**config.mk**
```make
export PLATFORM = sky130hd
export DESIGN_NAME = amp_pulse_mode_sequencer_top
export DESIGN_NICKNAME = d
export VERILOG_FILES = /design/src/hdl/aps_pkg.sv /design/src/hdl/aps_cfg_regs.sv /design/src/hdl/aps_seq_core.sv /design/src/hdl/aps_out_buf.sv /design/src/hdl/amp_pulse_mode_sequencer_top.sv
export SDC_FILE = /design/constraint.sdc
export NUM_CORES = 1
export LEC_CHECK = 0
export BUFFER_PORTS_ARGS = -buffer_cell sky130_fd_sc_hd__buf_4
export CAP_MARGIN = 0
export CORE_ASPECT_RATIO = 0.9
export CORE_MARGIN = 2
export CORE_UTILIZATION = 65
export CTS_CLUSTER_SIZE = 28
export DETAILED_ROUTE_END_ITERATION = 6
export GPL_TIMING_DRIVEN = 1
export PLACE_DENSITY = 0.84
export SLEW_MARGIN = 20
export SYNTH_ARGS = -nofsm -noshare
export SYNTH_HDL_FRONTEND = slang
export SYNTH_SLANG_ARGS = --single-unit
```
**constraint.sdc**
```tcl
create_clock -name clk -period 6.15 [get_ports clk]
set_input_delay 0.615 -clock clk [delete_from_list [all_inputs] [get_ports clk]]
set_output_delay 0.615 -clock clk [all_outputs]
set_load 0.005 [all_outputs]
```
**src/hdl/aps_pkg.sv**
```systemverilog
// Package with the types, codes and timing constants of the amplifier pulse-mode sequencer.
package aps_pkg;

    localparam int CHANNELS     = 4;
    localparam int CH_W         = 2;
    localparam int NUM_CH_CODES = 1 << CH_W;
    localparam int MODE_W       = 4;
    localparam int PIN_W        = 4;
    localparam int TIMER_W      = 17;
    localparam int CFG_IDX_W    = 3;
    localparam int CFG_DATA_W   = 4;
    localparam int REQ_W        = 2;

    localparam logic [PIN_W-1:0] CH_MASK = PIN_W'((1 << CHANNELS) - 1);

    localparam logic [MODE_W-1:0] MODE_LIMIT = MODE_W'(10);

    localparam logic [TIMER_W-1:0] T_SHUT        = TIMER_W'(100000);
    localparam logic [TIMER_W-1:0] T_START       = TIMER_W'(300);
    localparam logic [TIMER_W-1:0] T_GAP         = TIMER_W'(20);
    localparam logic [TIMER_W-1:0] T_LONG_PULSE  = TIMER_W'(20);
    localparam logic [TIMER_W-1:0] T_SHORT_PULSE = TIMER_W'(2);
    localparam logic [TIMER_W-1:0] T_WORK        = TIMER_W'(300);
    localparam logic [TIMER_W-1:0] T_SETTLE      = TIMER_W'(22000);

    localparam logic [REQ_W-1:0] REQ_ON  = REQ_W'(1);
    localparam logic [REQ_W-1:0] REQ_OFF = REQ_W'(2);

    typedef enum logic [CFG_IDX_W-1:0] {
        CFG_SELECT_OVERRIDE = 3'd0,
        CFG_CHIP_VARIANT    = 3'd1,
        CFG_MODE_CH0        = 3'd2,
        CFG_MODE_CH1        = 3'd3,
        CFG_MODE_CH2        = 3'd4,
        CFG_MODE_CH3        = 3'd5
    } cfg_index_t;

    typedef enum logic [2:0] {
        PH_IDLE   = 3'd0,
        PH_SHUT   = 3'd1,
        PH_STA_H  = 3'd2,
        PH_STA_L  = 3'd3,
        PH_PUL_H  = 3'd4,
        PH_PUL_L  = 3'd5,
        PH_WORK   = 3'd6,
        PH_SETTLE = 3'd7
    } phase_t;

    typedef struct packed {
        logic [MODE_W-1:0]                   select_override;
        logic                                chip_variant;
        logic [NUM_CH_CODES-1:0][MODE_W-1:0] mode;
    } cfg_t;

    typedef struct packed {
        logic [PIN_W-1:0]  pin_levels;
        logic              busy_res;
        logic              accepted;
        logic              done_res;
        logic [MODE_W-1:0] channel_mode;
    } result_t;

endpackage

```
**src/hdl/aps_cfg_regs.sv**
```systemverilog
// Configuration register file of the amplifier pulse-mode sequencer.
module aps_cfg_regs
(
    input  logic                           clk,
    input  logic                           rst_n,
    input  logic                           cfg_valid,
    output logic                           cfg_ready,
    input  logic [aps_pkg::CFG_IDX_W-1:0]  cfg_index,
    input  logic [aps_pkg::CFG_DATA_W-1:0] cfg_data,
    output aps_pkg::cfg_t                  cfg
);

    aps_pkg::cfg_t cfg_reg;
    aps_pkg::cfg_t cfg_next;

    assign cfg_ready = 1'b1;
    assign cfg       = cfg_reg;

    always_comb
    begin
        cfg_next = cfg_reg;
        if (cfg_valid)
        begin
            unique case (aps_pkg::cfg_index_t'(cfg_index))
                aps_pkg::CFG_SELECT_OVERRIDE: cfg_next.select_override = cfg_data;
                aps_pkg::CFG_CHIP_VARIANT:    cfg_next.chip_variant    = cfg_data[0];
                aps_pkg::CFG_MODE_CH0:        cfg_next.mode[0]         = cfg_data;
                aps_pkg::CFG_MODE_CH1:        cfg_next.mode[1]         = cfg_data;
                aps_pkg::CFG_MODE_CH2:        cfg_next.mode[2]         = cfg_data;
                aps_pkg::CFG_MODE_CH3:        cfg_next.mode[3]         = cfg_data;
                default:                      cfg_next = cfg_reg;
            endcase
        end
    end

    always_ff @(posedge clk or negedge rst_n)
    begin
        if (!rst_n)
        begin
            cfg_reg <= '0;
        end
        else
        begin
            cfg_reg <= cfg_next;
        end
    end

endmodule

```
**src/hdl/aps_seq_core.sv**
```systemverilog
// Sequencer state and the single-pass next-state and result logic for one tick.
module aps_seq_core
(
    input  logic                      clk,
    input  logic                      rst_n,
    input  logic                      step,
    input  logic [aps_pkg::REQ_W-1:0] req_type,
    input  logic [aps_pkg::CH_W-1:0]  channel,
    input  aps_pkg::cfg_t             cfg,
    output aps_pkg::result_t          result
);

    aps_pkg::phase_t                    phase_reg;
    aps_pkg::phase_t                    phase_next;
    logic [aps_pkg::TIMER_W-1:0]        timer_reg;
    logic [aps_pkg::TIMER_W-1:0]        timer_next;
    logic [aps_pkg::MODE_W-1:0]         pulses_reg;
    logic [aps_pkg::MODE_W-1:0]         pulses_next;
    logic [aps_pkg::CH_W-1:0]           active_reg;
    logic [aps_pkg::CH_W-1:0]           active_next;
    logic [aps_pkg::PIN_W-1:0]          pin_reg;
    logic [aps_pkg::PIN_W-1:0]          pin_next;
    logic                               short_reg;
    logic                               short_next;
    logic                               on_reg;
    logic                               on_next;
    logic [aps_pkg::NUM_CH_CODES-1:0][aps_pkg::MODE_W-1:0] rec_reg;
    logic [aps_pkg::NUM_CH_CODES-1:0][aps_pkg::MODE_W-1:0] rec_next;

    logic                        ch_ok;
    logic                        acc;
    logic                        done;
    logic                        do_enter;
    aps_pkg::phase_t             enter_ph;
    logic [aps_pkg::MODE_W-1:0]  pulses_base;
    logic [aps_pkg::TIMER_W-1:0] timer_dec;
    logic                        pin_wr;
    logic                        pin_lvl;
    logic [aps_pkg::MODE_W-1:0]  mode_own;
    logic [aps_pkg::MODE_W-1:0]  mode_eff;

    assign ch_ok = ({1'b0, channel} < (aps_pkg::CH_W + 1)'(aps_pkg::CHANNELS));
    assign mode_own = cfg.mode[channel];
    assign mode_eff = (cfg.select_override != '0) ? cfg.select_override :
                      ((mode_own > aps_pkg::MODE_LIMIT) ? '0 : mode_own);
    assign timer_dec = (timer_reg != '0) ? timer_reg - 1'b1 : timer_reg;

    always_comb
    begin
        phase_next  = phase_reg;
        timer_next  = timer_reg;
        pulses_next = pulses_reg;
        active_next = active_reg;
        pin_next    = pin_reg;
        short_next  = short_reg;
        on_next     = on_reg;
        rec_next    = rec_reg;
        acc         = 1'b0;
        done        = 1'b0;
        do_enter    = 1'b0;
        enter_ph    = aps_pkg::PH_IDLE;
        pulses_base = pulses_reg;
        pin_wr      = 1'b0;
        pin_lvl     = 1'b0;

        if (phase_reg != aps_pkg::PH_IDLE)
        begin
            timer_next = timer_dec;
            if (timer_dec == '0)
            begin
                do_enter = 1'b1;
                unique case (phase_reg)
                    aps_pkg::PH_SHUT:
                    begin
                        if (on_reg)
                        begin
                            enter_ph = aps_pkg::PH_STA_H;
                        end
                        else
                        begin
                            enter_ph = aps_pkg::PH_IDLE;
                            done     = 1'b1;
                        end
                    end
                    aps_pkg::PH_STA_H: enter_ph = aps_pkg::PH_STA_L;
                    aps_pkg::PH_STA_L, aps_pkg::PH_PUL_L:
                    begin
                        enter_ph = (pulses_base != '0) ? aps_pkg::PH_PUL_H :
                                   (short_reg ? aps_pkg::PH_SETTLE : aps_pkg::PH_WORK);
                    end
                    aps_pkg::PH_PUL_H: enter_ph = aps_pkg::PH_PUL_L;
                    aps_pkg::PH_WORK:  enter_ph = aps_pkg::PH_SETTLE;
                    default:
                    begin
                        enter_ph = aps_pkg::PH_IDLE;
                        done     = 1'b1;
                    end
                endcase
            end
        end
        else if (((req_type == aps_pkg::REQ_ON) || (req_type == aps_pkg::REQ_OFF)) && ch_ok)
        begin
            acc         = 1'b1;
            active_next = channel;
            short_next  = cfg.chip_variant;
            if (req_type == aps_pkg::REQ_OFF)
            begin
                rec_next[channel] = '0;
                on_next           = 1'b0;
                if (cfg.chip_variant)
                begin
                    pin_wr  = 1'b1;
                    pin_lvl = 1'b0;
                end
                else
                begin
                    do_enter = 1'b1;
                    enter_ph = aps_pkg::PH_SHUT;
                end
            end
            else
            begin
                rec_next[channel] = mode_eff;
                on_next           = 1'b1;
                pulses_base       = (mode_eff > 1) ? mode_eff - 1'b1 : '0;
                pulses_next       = pulses_base;
                do_enter          = 1'b1;
                if (cfg.chip_variant)
                begin
                    enter_ph = (pulses_base != '0) ? aps_pkg::PH_PUL_H : aps_pkg::PH_SETTLE;
                end
                else
                begin
                    enter_ph = aps_pkg::PH_SHUT;
                end
            end
        end

        if (do_enter)
        begin
            phase_next = enter_ph;
            unique case (enter_ph)
                aps_pkg::PH_SHUT:
                begin
                    pin_wr = 1'b1; pin_lvl = 1'b0; timer_next = aps_pkg::T_SHUT;
                end
                aps_pkg::PH_STA_H:
                begin
                    pin_wr = 1'b1; pin_lvl = 1'b1; timer_next = aps_pkg::T_START;
                end
                aps_pkg::PH_STA_L:
                begin
                    pin_wr = 1'b1; pin_lvl = 1'b0; timer_next = aps_pkg::T_GAP;
                end
                aps_pkg::PH_PUL_H:
                begin
                    pin_wr      = 1'b1;
                    pin_lvl     = 1'b1;
                    timer_next  = short_next ? aps_pkg::T_SHORT_PULSE : aps_pkg::T_LONG_PULSE;
                    pulses_next = pulses_base - 1'b1;
                end
                aps_pkg::PH_PUL_L:
                begin
                    pin_wr     = 1'b1;
                    pin_lvl    = 1'b0;
                    timer_next = short_next ? aps_pkg::T_SHORT_PULSE : aps_pkg::T_LONG_PULSE;
                end
                aps_pkg::PH_WORK:
                begin
                    pin_wr = 1'b1; pin_lvl = 1'b1; timer_next = aps_pkg::T_WORK;
                end
                aps_pkg::PH_SETTLE:
                begin
                    pin_wr = 1'b1; pin_lvl = 1'b1; timer_next = aps_pkg::T_SETTLE;
                end
                default:
                begin
                    timer_next = '0;
                end
            endcase
        end

        if (pin_wr)
        begin
            pin_next[active_next] = pin_lvl;
        end
    end

    always_comb
    begin
        result.pin_levels   = pin_next & aps_pkg::CH_MASK;
        result.busy_res     = (phase_next != aps_pkg::PH_IDLE);
        result.accepted     = acc;
        result.done_res     = done;
        result.channel_mode = ch_ok ? rec_next[channel] : '0;
    end

    always_ff @(posedge clk or negedge rst_n)
    begin
        if (!rst_n)
        begin
            phase_reg  <= aps_pkg::PH_IDLE;
            timer_reg  <= '0;
            pulses_reg <= '0;
            active_reg <= '0;
            pin_reg    <= '0;
            short_reg  <= 1'b0;
            on_reg     <= 1'b0;
            rec_reg    <= '0;
        end
        else if (step)
        begin
            phase_reg  <= phase_next;
            timer_reg  <= timer_next;
            pulses_reg <= pulses_next;
            active_reg <= active_next;
            pin_reg    <= pin_next;
            short_reg  <= short_next;
            on_reg     <= on_next;
            rec_reg    <= rec_next;
        end
    end

endmodule

```
**src/hdl/aps_out_buf.sv**
```systemverilog
// Result register with a skid stage between the sequencer and the result channel.
module aps_out_buf
(
    input  logic             clk,
    input  logic             rst_n,
    input  logic             push,
    input  aps_pkg::result_t push_data,
    output logic             full,
    output logic             rsp_valid,
    input  logic             rsp_stall,
    output aps_pkg::result_t rsp_data
);

    logic             out_valid_reg;
    logic             out_valid_next;
    logic             skid_valid_reg;
    logic             skid_valid_next;
    aps_pkg::result_t out_data_reg;
    aps_pkg::result_t out_data_next;
    aps_pkg::result_t skid_data_reg;
    aps_pkg::result_t skid_data_next;

    assign full      = skid_valid_reg;
    assign rsp_valid = out_valid_reg;
    assign rsp_data  = out_data_reg;

    always_comb
    begin
        out_valid_next  = out_valid_reg;
        skid_valid_next = skid_valid_reg;
        out_data_next   = out_data_reg;
        skid_data_next  = skid_data_reg;
        if (!out_valid_reg || !rsp_stall)
        begin
            if (skid_valid_reg)
            begin
                out_data_next   = skid_data_reg;
                out_valid_next  = 1'b1;
                skid_valid_next = 1'b0;
            end
            else
            begin
                out_data_next  = push_data;
                out_valid_next = push;
            end
        end
        else if (push)
        begin
            skid_data_next  = push_data;
            skid_valid_next = 1'b1;
        end
    end

    always_ff @(posedge clk or negedge rst_n)
    begin
        if (!rst_n)
        begin
            out_valid_reg  <= 1'b0;
            skid_valid_reg <= 1'b0;
        end
        else
        begin
            out_valid_reg  <= out_valid_next;
            skid_valid_reg <= skid_valid_next;
        end
    end

    always_ff @(posedge clk)
    begin
        out_data_reg  <= out_data_next;
        skid_data_reg <= skid_data_next;
    end

endmodule

```
**src/hdl/amp_pulse_mode_sequencer_top.sv**
```systemverilog
// Top level of the amplifier enable-pin pulse-mode sequencer.
// The result of each accepted item is registered in the output buffer before it is offered on the result channel.
// Throughput: one item per cycle while req_stall is low; the whole tick is handled by one pass of the sequencer logic.
// A two-entry output buffer lets items be taken while one result waits to be collected.
// Reset (rst_n low, asynchronous) clears the registers, the sequence state and the mode record.
module amp_pulse_mode_sequencer_top
(
    input  logic                           clk,
    input  logic                           rst_n,
    input  logic                           req_valid,
    output logic                           req_stall,
    input  logic [aps_pkg::REQ_W-1:0]      req_type,
    input  logic [aps_pkg::CH_W-1:0]       channel,
    output logic                           rsp_valid,
    input  logic                           rsp_stall,
    output logic [aps_pkg::PIN_W-1:0]      pin_levels,
    output logic                           busy_res,
    output logic                           accepted,
    output logic                           done_res,
    output logic [aps_pkg::MODE_W-1:0]     channel_mode,
    input  logic                           cfg_valid,
    output logic                           cfg_ready,
    input  logic [aps_pkg::CFG_IDX_W-1:0]  cfg_index,
    input  logic [aps_pkg::CFG_DATA_W-1:0] cfg_data
);

    aps_pkg::cfg_t    cfg;
    aps_pkg::result_t core_result;
    aps_pkg::result_t rsp_data;
    logic             step;
    logic             buf_full;

    assign req_stall = buf_full;
    assign step      = req_valid && !buf_full;

    aps_cfg_regs u_cfg
    (
        .clk       (clk),
        .rst_n     (rst_n),
        .cfg_valid (cfg_valid),
        .cfg_ready (cfg_ready),
        .cfg_index (cfg_index),
        .cfg_data  (cfg_data),
        .cfg       (cfg)
    );

    aps_seq_core u_core
    (
        .clk      (clk),
        .rst_n    (rst_n),
        .step     (step),
        .req_type (req_type),
        .channel  (channel),
        .cfg      (cfg),
        .result   (core_result)
    );

    aps_out_buf u_buf
    (
        .clk       (clk),
        .rst_n     (rst_n),
        .push      (step),
        .push_data (core_result),
        .full      (buf_full),
        .rsp_valid (rsp_valid),
        .rsp_stall (rsp_stall),
        .rsp_data  (rsp_data)
    );

    assign pin_levels   = rsp_data.pin_levels;
    assign busy_res     = rsp_data.busy_res;
    assign accepted     = rsp_data.accepted;
    assign done_res     = rsp_data.done_res;
    assign channel_mode = rsp_data.channel_mode;

endmodule

```
; ---- Word level (Yosys, flattened, before mapping)
; Index checks and enable logic that the tools add are counted.
; Widths: inputs -> output; s select.
[word_totals]
reg_bits = 93
in_bits = 16
output_inout_bits = 14
wordCells = 162
[op_classes]
addsub = 3
magnitude_cmp = 6
n_eq_ne = 20
mux = 67
bitwise_logic = 4
n_reduce_logical = 33
[op_table]
columns = op, count
row1 = $pmux 17 s5, 1
row2 = $mux 17, 3
row3 = $mux 16, 3
row4 = $mux 4, 12
row5 = $eq 3x3->1 const B, 9
row6 = $mux 1, 27
row7 = $mux 3, 7
row8 = $eq 3x2->1 const B, 6
row9 = $logic_not 17->1, 1
row10 = $reduce_bool 17->1, 1
row11 = $sub 17x1->17 const B, 1
row12 = $and 16x16->16, 1
row13 = $bmux 4 s2, 2
row14 = $bwmux 16, 1
row15 = $not 16->16, 1
row16 = $reduce_and 2->1, 8
row17 = $pmux 3 s5, 1
row18 = $reduce_bool 4->1, 3
row19 = $mux 11, 1
row20 = $eq 3x1->1 const B, 3
row21 = $demux 4 s2, 1
row22 = $mux 2, 4
row23 = $sub 4x1->4 const B, 2
row24 = $reduce_or 7->1, 1
row25 = other kinds (21), 33

; ---- Depth between registers and ports, before layout
[depth]
word_depth = 20
ltp_mapped = 14
depth_no_buf = 12

; ---- Modules after synthesis
; A second synthesis with hierarchy kept.
[unflattened]
hier_cells = 519
area_unflattened_um2 = 5480.3
[modules_own_cells]
columns = module, n_inst, cells_each, area_per_inst_um2, seq_area_each_um2
row1 = aps_seq_core, 1, 428, 3702.3, 1201.2
row2 = aps_out_buf, 1, 40, 904.6, 710.7
row3 = aps_cfg_regs, 1, 50, 859.6, 525.5
row4 = amp_pulse_mode_sequencer_top, 1, 1, 13.8, 0.0

; ---- Worst setup path after synthesis
; OpenSTA, ideal clock, no wires.
[synth_path]
kind = in2reg
startpoint = input channel[0] in the netlist's numbering
endpoint = register u_core.timer_reg[9] in the netlist's numbering
setup_time_ns = 0.126
t_arrival_ns = 3.303
required_ns = 6.024
path_slack_ns = 2.721
stages = 14
path_buffers = 2
cell_sequence = buf_2 > mux4_2 > o21ai_0 > a31o_2 > inv_1 > ha_1 > nor2_1 > nand4_1 > o211ai_1 > nor3_2 > or2_1 > buf_4 > and3_1 > a221o_1
[synth_via]
elab_chain_cells = 17
elab_cells_between_ends = 25
classes_between = add/sub (1) / order compare (2) / eq/ne (7) / mux (12) / reduce/logical (3)
[synth_rtl]
columns = element, line
row1 = "start, declared", amp_pulse_mode_sequencer_top.sv:13  ; input logic [aps_pkg::CH_W-1:0] channel,
row2 = $bmux 4 s2 *, aps_seq_core.sv:43  ; assign mode_own = cfg.mode[channel];
row3 = $mux 4 (implied by the code) *, aps_seq_core.sv:43
row4 = $gt 4x4->1, aps_seq_core.sv:45  ; ((mode_own > aps_pkg::MODE_LIMIT) ? '0 : mode_own);
row5 = $mux 4 *, aps_seq_core.sv:45
row6 = $mux 4 *, aps_seq_core.sv:44  ; assign mode_eff = (cfg.select_override != '0) ? cfg.select_override :
row7 = $sub 4x1->4 or $gt 4x1->1 (tied branches), aps_seq_core.sv:125  ; pulses_base = (mode_eff > 1) ? mode_eff - 1'b1 : '0;
row8 = $mux 4 *, aps_seq_core.sv:125
row9 = $reduce_bool 4->1 *, aps_seq_core.sv:130  ; enter_ph = (pulses_base != '0) ? aps_pkg::PH_PUL_H : aps_pkg::PH_SETTLE;
row10 = $mux 2 *, aps_seq_core.sv:130
row11 = $mux 3 *, aps_seq_core.sv:128  ; if (cfg.chip_variant)
row12 = $mux 3 *, aps_seq_core.sv:106  ; if (req_type == aps_pkg::REQ_OFF)
row13 = $mux 3 *, aps_seq_core.sv:101  ; else if (((req_type == aps_pkg::REQ_ON) || (req_type == aps_pkg::REQ_OFF)) && ch_ok)
row14 = $mux 3 *, aps_seq_core.sv:66  ; if (phase_reg != aps_pkg::PH_IDLE)
row15 = $eq 3x2->1 or $eq 3x3->1 (tied branches), aps_seq_core.sv:142  ; unique case (enter_ph)
row16 = $reduce_or 2->1 (no source line), n/a
row17 = $pmux 17 s5 *, aps_seq_core.sv:142
row18 = $mux 17 *, aps_seq_core.sv:139  ; if (do_enter)
row19 = "end signal, assigned", aps_seq_core.sv:214  ; timer_reg <= timer_next;
row20 = "end, declared", aps_seq_core.sv:15  ; logic [aps_pkg::TIMER_W-1:0] timer_reg;
; Mark *: on every way between the ends. The rest lies on a longest branch, timed or not. The select of a mux whose other input is x is not followed.
; A chain may end at the register's enable or synchronous reset.

; ---- Final worst setup path
[layout_path]
startpoint = register u_core.timer_reg[0] in the netlist's numbering
endpoint = register u_core.pulses_reg[1] in the netlist's numbering
[layout_via]
elab_chain_cells = 8
elab_cells_between_ends = 11
classes_between = add/sub (1) / eq/ne (1) / mux (7) / reduce/logical (2)
[layout_rtl]
columns = element, line
row1 = $sub 17x1->17 or $reduce_bool 17->1 (tied branches), aps_seq_core.sv:46  ; assign timer_dec = (timer_reg != '0) ? timer_reg - 1'b1 : timer_reg;
row2 = $mux 17 *, aps_seq_core.sv:46
row3 = $logic_not 17->1 *, aps_seq_core.sv:69  ; if (timer_dec == '0)
row4 = $mux 3, aps_seq_core.sv:69
row5 = $mux 3, aps_seq_core.sv:66
row6 = $eq 3x3->1, aps_seq_core.sv:142
row7 = $mux 4, aps_seq_core.sv:142
row8 = $mux 4 *, aps_seq_core.sv:139
row9 = "end signal, assigned", aps_seq_core.sv:215  ; pulses_reg <= pulses_next;
row10 = "end, declared", aps_seq_core.sv:17  ; logic [aps_pkg::MODE_W-1:0] pulses_reg;
; Mark *: on every way between the ends. The rest lies on a longest branch, timed or not.

==> flow_metrics.tcl <==
set metrics [dict create \
    synth-simple-area-share 0.2189 \
    status "completed" \
    layout_commonest_cell "nand2_1" \
    die_w_microns 101.7 \
    yosysWarningCount 0 \
    total_power_mw 2.320 \
    ys_types 71 \
    critical_path_class "reg2reg" \
    grt_use_total 0.3144 \
    crit_path_end_kind "flop" \
    finClkSkew_ns 0.01646 \
    largest_register_ffs 21 \
    cts_root_buf "clkbuf_8" \
    nets 609 \
    fin_cells 710 \
    final_cell_mix "nand2_1, dfrtp_1, o21ai_0, mux2_2, nor2_1" \
    peakVddDrop_mv 0.2096 \
    port_buffers 28 \
    cts_hold_buf 0 \
    postSynthCellCount 573 \
    pwr-share-clk 0.183 \
    cts_tree "yes" \
    startpoint_type "flop" \
    max_freq_mhz 238.7 \
    start_util 0.6610 \
    synth_compound_area_frac 0.1692 \
    coreArea_sq_um 8448 \
    syn-cell-area_sq_um 5584 \
    via_per_inst 6.699 \
    worstPathArrival_ns 4.45 \
    cellLeakagePower_nw 2.512 \
    grt_pass1_vias 4542 \
    synth_xor_area_frac 0.003137 \
    h-tree-depth 3 \
    period_needed_ns 4.190 \
    synthMuxAreaShare 0.1239 \
    crit_fanout 14 \
    cp.required_ns 6.41 \
    cts_sinks 93 \
    ys.flop_type "dfrtp_1" \
    pre_cts_ws_ns 2.048 \
    layout.area.seq_sq_um 2437 \
    grt_pass1_wl_microns 22890 \
    powerDensity_nw_per_um2 384.5 \
    firstDrtPassIters 5 \
    ctsResizeCount 0 \
    route.detailed.drc 0 \
    antennaDiodeCount 0 \
    slew_headroom 0.2918 \
    dp.cells 694 \
    worst_slack_ns 1.960 \
    drive_above_1_share 0.1895 \
    grt_max_degree 72 \
    multi_input_comb_area_sq_um 2970 \
    nFillCells 620 \
    yosysSeqAreaShare 0.4365 \
    finalCritPeriodShare 0.6813 \
    num_vias 4756 \
    p_sw_uw 944.2 \
    cts_max_path_buffers 2 \
    drtAntennaViolNets 0 \
    io_pins 30 \
    power_frac_comb 0.374 \
    globalplace.congestion 0.9424 \
    worst_pin_slew_ns 1.053 \
    num_rows 32 \
    tns_ns 0 \
    synth_fa_ha_area_frac 0.01568 \
    hold_class "in2async" \
    avgSynthCellArea_sq_um 9.745 \
    clkTransAtPathRegs_ns 0.10 \
    dp_hpwl_microns 10110 \
    drtIter0Drc 334 \
    grt_antenna_before_repair 0 \
    syn_to_final_growth_pct 8.022 \
    synth_top_family_by_area "simple AND/OR/NAND/NOR gates" \
    sw_frac_of_total 0.4070 \
    maxCapViolCount 0 \
    post_cts_buffers 0 \
    clk_latency_ns 0.38 \
    wl_per_cell_microns 19.48 \
    synth-seq-cells 93 \
    dieArea_sq_um 9349 \
    overflow 0 \
    intPower_mw 1.375 \
    seqPwrFrac 0.443 \
    wirelength_microns 13830 \
    cts_buffers 9 \
    rsz0062_at_grt "false" \
    async_flop_share 0.7634 \
    finalHoldViolCount 0 \
    slew_viol_final 0 \
    setup_viol 0 \
    synth_edf_count 22 \
    die_h_microns 91.93 \
    syn_nets 596 \
    final_util 0.7140 \
]
==> worst max-delay path, cell delays in order (launching register included) <==
cell	delay (ns)
dfrtp_1	0.46
inv_1	0.13
ha_1	0.29
nor3b_2	0.44
nand4_1	0.21
mux2i_1	0.30
nand4_1	0.28
o41ai_4	0.82
buf_4	0.31
nand2_1	0.12
nor4_4	0.33
mux2i_1	0.14
a22o_1	0.24
==> metrics by stage <==
stage | area [sq um] | hold slack, ns
floorplan | 5584 | 0.3194
detailed placement | 5832 | 0.4859
global route | 6032 | 0.4326
CTS | 6030 | 0.4019
finish | 6032 | 0.3393
global placement | 5832 | 0.4586
==> cells by family after synthesis <==
group | after synthesis
other | 1
DFF | 93
muxes | 54
AOI/OAI and AO/OA | 146
adders and majority gates | 7
and+or+nand+nor | 227
xor gates and xnor gates | 2
buffers and inverters | 43
==> power groups by stage <==
stage | sequential (mW) | clock (mW) | combinational, mW
floorplan | 0.938 | 0 | 0.683
CTS | 1.02 | 0.430 | 0.851
global route | 1.05 | 0.450 | 0.953
global placement | 1.01 | 0 | 0.809
detailed placement | 1.03 | 0 | 0.847
finish | 1.03 | 0.425 | 0.866
==> area by class of cell <==
cell class,count,area share
repair buffers,29,0.03609
inverters,16,0.009956
clock inverters,6,0.01162
clock buffers,10,0.02116
multi-input cells,437,0.4924
well taps,119,0.02468
flip-flops and latches,93,0.4041
==> synthesized netlist by cell type, types with 4 or more instances <==
master     n  share of area
nand2_1   77          0.052
dfrtp_1   71           0.32
o21ai_0   48          0.043
mux2_2    41          0.083
nor2_1    36          0.024
a21oi_1   26          0.023
edfxtp_1  22           0.12
nor3_1    22          0.020
clkbuf_1  16          0.011
inv_1     16          0.011
nand3_1   16          0.014
a31oi_1   10          0.011
nand4_1   10          0.011
o21ai_1   10         0.0090
mux4_2     8          0.032
ha_1       7          0.016
nor2b_1    7         0.0078
nor3b_1    7         0.0094
nor4_1     6         0.0067
o211ai_1   6         0.0081
or3_1      6         0.0067
a21o_1     5         0.0067
a22oi_1    5         0.0067
and3_1     5         0.0056
buf_2      5         0.0045
mux2i_1    5         0.0090
and4_1     4         0.0063
nand2b_1   4         0.0045
nand4b_1   4         0.0063
o22ai_1    4         0.0045
or4_1      4         0.0054
==> path summary, 6_finish.rpt <==
kind / start / end / slack (ns) / depth (start not counted)
max: u_core.timer_reg[0] / u_core.pulses_reg[1] / 1.96 / 12
min: rst_n / u_core.timer_reg[8] / 0.34 / 1
max reg2reg: u_core.timer_reg[0] / u_core.pulses_reg[1] / 1.96 / 12
min reg2reg: u_core.rec_reg[3] / u_core.rec_reg[3] / 0.51 / 2
max in group asynchronous: rst_n / u_core.phase_reg[1] / 5.16 / 1
min in group clk: req_valid / u_buf.rsp_valid / 0.45 / 3
==> per-layer routing <==
metal,vias to the layer above,track usage,share of wire
met5,-,0,0
met4,0,0.1194,0.026
met3,44,0.05107,0.068
met2,260,0.5005,0.49
met1,2279,0.4329,0.41
li1,2173,-,-
No activity file was read; power rests on OpenSTA's default activity.
